### src/hdl/tilt_compensated_compass_heading_core_assert.svh
// Assertion macros for the compass heading core
`ifndef TILT_COMPENSATED_COMPASS_HEADING_CORE_ASSERT_SVH
`define TILT_COMPENSATED_COMPASS_HEADING_CORE_ASSERT_SVH

// consequent must hold whenever antecedent holds
`define TCH_ASSERT_IMPL(label, ante, cons) \
    label: assert property (@(posedge clk) disable iff (!rst_n) (ante) |-> (cons)) \
        else $error("%m: check failed");

// consequent must hold in the cycle after antecedent
`define TCH_ASSERT_NEXT(label, ante, cons) \
    label: assert property (@(posedge clk) disable iff (!rst_n) (ante) |=> (cons)) \
        else $error("%m: check failed");

`endif

### src/hdl/tcch_pkg.sv
`timescale 1ns / 1ps
package tcch_pkg;
    localparam int MAX_STAGES = 32;
    localparam int ANG_W = 40;
    localparam int TRIG_W = 34;
    localparam int HV_W = 50;
    localparam int MAG_W = 13;
    localparam int IN_ANG_W = 16;
    localparam int HEAD_W = 16;
    localparam logic signed [ANG_W-1:0] TURN_IN = 40'sd46080;
    localparam logic signed [ANG_W-1:0] HALF_IN = 40'sd23040;
    localparam logic signed [ANG_W-1:0] DEG90 = 40'sd754974720;
    localparam logic signed [ANG_W-1:0] DEG180 = 40'sd1509949440;
    localparam logic signed [ANG_W-1:0] DEG360 = 40'sd3019898880;
    localparam logic signed [TRIG_W-1:0] GAIN_INV = 34'sd652032854;

    function automatic logic signed [ANG_W-1:0] atan_lut(input logic [4:0] i);
        logic signed [ANG_W-1:0] r;
        unique case (i)
            5'd0: r = 40'sd377487360;
            5'd1: r = 40'sd222843801;
            5'd2: r = 40'sd117744544;
            5'd3: r = 40'sd59768969;
            5'd4: r = 40'sd30000467;
            5'd5: r = 40'sd15014858;
            5'd6: r = 40'sd7509261;
            5'd7: r = 40'sd3754860;
            5'd8: r = 40'sd1877459;
            5'd9: r = 40'sd938733;
            5'd10: r = 40'sd469367;
            5'd11: r = 40'sd234683;
            5'd12: r = 40'sd117342;
            5'd13: r = 40'sd58671;
            5'd14: r = 40'sd29335;
            5'd15: r = 40'sd14668;
            5'd16: r = 40'sd7334;
            5'd17: r = 40'sd3667;
            5'd18: r = 40'sd1833;
            5'd19: r = 40'sd917;
            5'd20: r = 40'sd458;
            5'd21: r = 40'sd229;
            5'd22: r = 40'sd115;
            5'd23: r = 40'sd57;
            5'd24: r = 40'sd29;
            5'd25: r = 40'sd14;
            5'd26: r = 40'sd7;
            5'd27: r = 40'sd4;
            5'd28: r = 40'sd2;
            5'd29: r = 40'sd1;
            default: r = '0;
        endcase
        return r;
    endfunction
endpackage

### src/hdl/tcch_rot.sv
`timescale 1ns / 1ps
module tcch_rot
    import tcch_pkg::*;
#(
    parameter int STAGES = 16
)
(
    input  logic                       clk,
    input  logic                       adv,
    input  logic signed [IN_ANG_W-1:0] ang,
    output logic signed [TRIG_W-1:0]   sin_val,
    output logic signed [TRIG_W-1:0]   cos_val
);
    localparam int N = (STAGES > MAX_STAGES) ? MAX_STAGES : STAGES;

    logic signed [TRIG_W-1:0] x_reg [0:N];
    logic signed [TRIG_W-1:0] y_reg [0:N];
    logic signed [ANG_W-1:0]  z_reg [0:N];
    logic                     neg_reg [0:N];
    logic signed [ANG_W-1:0]  a_next;
    logic signed [ANG_W-1:0]  z_next;
    logic                     neg_next;

    always_comb
    begin
        a_next = ANG_W'(ang);
        if (a_next > HALF_IN)
            a_next = a_next - TURN_IN;
        else if (a_next < -HALF_IN)
            a_next = a_next + TURN_IN;
        z_next = a_next <<< 16;
        neg_next = 1'b0;
        if (z_next > DEG90)
        begin
            z_next = z_next - DEG180;
            neg_next = 1'b1;
        end
        else if (z_next < -DEG90)
        begin
            z_next = z_next + DEG180;
            neg_next = 1'b1;
        end
    end

    always_ff @(posedge clk)
    begin
        if (adv)
        begin
            x_reg[0] <= GAIN_INV;
            y_reg[0] <= '0;
            z_reg[0] <= z_next;
            neg_reg[0] <= neg_next;
        end
    end

    for (genvar i = 0; i < N; i++)
    begin : g_stage
        always_ff @(posedge clk)
        begin
            if (adv)
            begin
                if (!z_reg[i][ANG_W-1])
                begin
                    x_reg[i+1] <= x_reg[i] - (y_reg[i] >>> i);
                    y_reg[i+1] <= y_reg[i] + (x_reg[i] >>> i);
                    z_reg[i+1] <= z_reg[i] - atan_lut(5'(i));
                end
                else
                begin
                    x_reg[i+1] <= x_reg[i] + (y_reg[i] >>> i);
                    y_reg[i+1] <= y_reg[i] - (x_reg[i] >>> i);
                    z_reg[i+1] <= z_reg[i] + atan_lut(5'(i));
                end
                neg_reg[i+1] <= neg_reg[i];
            end
        end
    end

    assign cos_val = neg_reg[N] ? -x_reg[N] : x_reg[N];
    assign sin_val = neg_reg[N] ? -y_reg[N] : y_reg[N];
endmodule

### config.mk
export PLATFORM = sky130hd
export DESIGN_NAME = tcch_rot
export DESIGN_NICKNAME = d
export VERILOG_FILES = /design/src/hdl/tilt_compensated_compass_heading_core_assert.svh /design/src/hdl/tcch_pkg.sv /design/src/hdl/tcch_rot.sv
export SDC_FILE = /design/constraint.sdc
export NUM_CORES = 2
export LEC_CHECK = 0
export ABC_CLOCK_PERIOD_IN_PS = 5500
export BUFFER_PORTS_ARGS = -buffer_cell sky130_fd_sc_hd__buf_2
export CAP_MARGIN = 20
export CORE_MARGIN = 5
export CORE_UTILIZATION = 57
export CTS_BUF_LIST = sky130_fd_sc_hd__clkbuf_4
export CTS_CLUSTER_SIZE = 8
export DETAILED_ROUTE_END_ITERATION = 10
export GPL_TIMING_DRIVEN = 1
export HOLD_SLACK_MARGIN = 0.05
export PLACE_DENSITY = 0.76
export SYNTH_ARGS = -nofsm -noshare
export SYNTH_HDL_FRONTEND = slang
export SYNTH_SLANG_ARGS = --single-unit
### constraint.sdc
create_clock -name clk -period 5.5 [get_ports clk]
set_clock_uncertainty 0.1 [all_clocks]
set_input_delay 0.825 -clock clk [delete_from_list [all_inputs] [get_ports clk]]
set_output_delay 0.825 -clock clk [all_outputs]
set_load 0.05 [all_outputs]
==> impl_metrics.csv <==
group,metric,value,unit
clock_network,cts_tree,"done",
cells_and_area,syn_to_final_growth,8.57,%
synthesis,ys_async_sr_fraction,0,%
critical_path,cp_data_arrival_time,4.35,ns
timing,tightestPinTransition,1.10,ns
synthesis,ys.flop_type,"edfxtp_1",
cells_and_area,largest_reg_flops,540,
clock_network,root_buffer,"clkbuf_4",
cells_and_area,drive_gt1_share,8.25,%
timing,period_share,95.9,%
global_routing,grt_max_degree,172,
synthesis,synth_top_cells_by_area,"edfxtp_1, ha_1, xnor2_1",
critical_path,crit_buf_inv,2,
die,core_area,230000,sq um
global_routing,antenna_found_initial,6,
die,io_pins,86,
timing,fmax,190,MHz
global_routing,grt_pass1_wl,502000,microns
timing,hold_viol,0,
clock_network,h-tree-depth,5,
global_routing,grt_usage,25.0,%
worst_hold_path,whs_path_depth,0,
critical_path,start_kind,"flop",
critical_path,slowest_delay,0.51,ns
timing,slew_headroom,26.8,%
clock_network,cts_buffers,430,
synthesis,synth_seq_cells,1549,
timing,finalSetupViolCount,0,
critical_path,required,4.58,ns
critical_path,path_cells,"inv_1 > ha_1 > nand2_1 > or3_1 > nand2b_4 > or3_4 > or4_4 > nand2b_4 > o41ai_4 > xnor2_1 > buf_4",
drt,routed_wl,311000,microns
global_routing,grt_pass1_vias,99300,
global_routing,overflow,0,
synthesis,syn_inst,13800,
clock_network,worst_skew_pair.late_latency,1.44,ns
drt,drt-initial-drc-count,7077,
placement,port_buffers,85,
synthesis,synth.most_common_cell,"edfxtp_1",
die,die_h,491,microns
die,core.rowCount,176,
cells_and_area,fin_nets,15900,
synthesis,synth.top_cell.area_share,35.3,%
critical_path,crit_top_cell,"nand2b_4",
critical_path,slowest_stage,"or4_4",
critical_path,cp_top_family,"simple AND/OR/NAND/NOR gates",
critical_path,path_depth,11,
timing,maxSlewViolCount,0,
cells_and_area,fin_area,143000,sq um
synthesis,ys_seq_area_share,35.3,%
critical_path,rr_worst_depth,19,
die,die_w,491,microns
critical_path,crit_type,"reg -> out",
die,initial_core_util,57.3,%
drt,vias,105000,
clock_network,clk_pin_slew_worst_paths,0.06,ns
drt,drt-pass1-iter-count,6,
synthesis,synth_top_area_cell,"edfxtp_1",
outcome,outcome,"finished clean",
critical_path,crit_fanout,4,
placement,placed_area,137000,sq um
die,dieArea,241000,sq um
synthesis,synth_cell_types,106,
clock_network,clock_sinks,1549,
synthesis,postSynthAreaPerCell,9.57,sq um
synthesis,syn_area,132000,sq um
placement,dpl.hpwl,244000,microns
flow_run,maxCapViolCount,0,
worst_hold_path,hold_class,"reg -> reg",
synthesis,syn_nets,15300,
timing,final.min_clock_period,5.27,ns
synthesis,synthTopCellsByCount,"edfxtp_1, ha_1, a21oi_1",
drt,route.detailed.drc,0,
clock_network,cts_buffer_depth,4,
drt,via_per_inst,5.93,
drt,wire_per_inst,17.6,microns
placement,globalplace.congestion,0.952,
synthesis,yosysWarnings,0,
critical_path,worst_setup_path_end_kind,"output pin",
drt,ant_nets,0,
synthesis,synth-edff-count,1549,
[cell type report]
cell class,instances,area (sq um)
Multi-Input combinational cell,11400,82400
Tap cell,3026,3790
Clock inverter,173,818
Timing Repair Buffer,374,2890
Clock buffer,561,4210
Inverter,600,2250
Antenna cell,9,22.5
Fill cell,19400,87000
Sequential cell,1549,46500
[routing by layer]
layer / vias up / GRT usage, % / share of wire (%)
li1: 52500 / - / -
met1: 48900 / 31.1 / 42
met2: 2767 / 43.4 / 48
met3: 708 / 3.65 / 5.5
met4: 2 / 10.3 / 4.0
met5: - / 0 / 0.0042
[cells in the final DEF (no fill, tap or decap), types with 78 or more instances in the layout]
cell,instances
edfxtp_1,1549
ha_1,1493
a21oi_1,1434
xnor2_1,1327
nor2_1,1014
nand2_1,803
a21o_1,707
o21ai_0,703
xor2_1,637
inv_1,587
clkbuf_4,561
nor3_1,317
nand3_1,270
buf_4,248
nand2b_1,241
o21a_1,215
o21bai_1,195
nor2b_1,194
o31ai_1,139
clkinv_1,121
a211oi_1,120
and3_1,120
a31oi_1,106
or3_1,85
nor4_1,79
nand4_1,78
[path summary, 6_finish.rpt]
check / start / endpoint / slack (ns)
worst min register to register: z_reg[7][1]$_DFFE_PP_ / z_reg[8][1]$_DFFE_PP_ / 0.32
worst min-delay path: z_reg[7][1]$_DFFE_PP_ / z_reg[8][1]$_DFFE_PP_ / 0.32
worst max-delay path: x_reg[16][1]$_DFFE_PP_ / cos_val[28] / 0.23
worst max register to register: x_reg[12][17]$_DFFE_PP_ / y_reg[13][31]$_DFFE_PP_ / 0.24
[logic make-up (layout without fill, tap and decap cells)]
kind of cell | after synthesis | in the layout | share of synthesized area, %
AO/OA/AOI/OAI | 4235 | 4235 | 20.5
AND/OR/NAND/NOR | 3534 | 3534 | 13.0
XOR/XNOR | 1964 | 1964 | 13.1
flip-flops | 1549 | 1549 | 35.3
adder cells (fa/ha/maj) | 1537 | 1537 | 14.9
buffers and inverters | 820 | 1708 | 2.35
multiplexers | 112 | 112 | 0.901
other | 0 | 9 | 0
[what timing repair did]
action                     CTS  global route
resized for setup           33            46
hold buffers                36             0
setup endpoints to repair   18            39
hold endpoints to repair   513             0
buffers inserted             1             9
pin swaps                    2             5
[metrics by stage]
| stage | util [%] | setup slack, ns | instances | TNS (ns) | hold slack (ns) |
|---|---|---|---|---|---|
| 2_1_floorplan | - | 0.0271 | 13800 | 0 | 0.300 |
| 3_3_place_gp | 59.6 | -0.0443 | 16900 | -0.0443 | 0.301 |
| 3_5_place_dp | 59.6 | -0.0796 | 16900 | -0.116 | 0.306 |
| 4_1_cts | 62.0 | -0.0488 | 17700 | -0.103 | 0.196 |
| 5_1_grt | 62.2 | -0.0545 | 17700 | -0.189 | 0.255 |
| 6_report | 62.2 | 0.226 | 17700 | 0 | 0.318 |
Power is left out: the tool's default activity adds up to more than one toggle a clock period on the data nets, which glitch-free logic cannot reach.
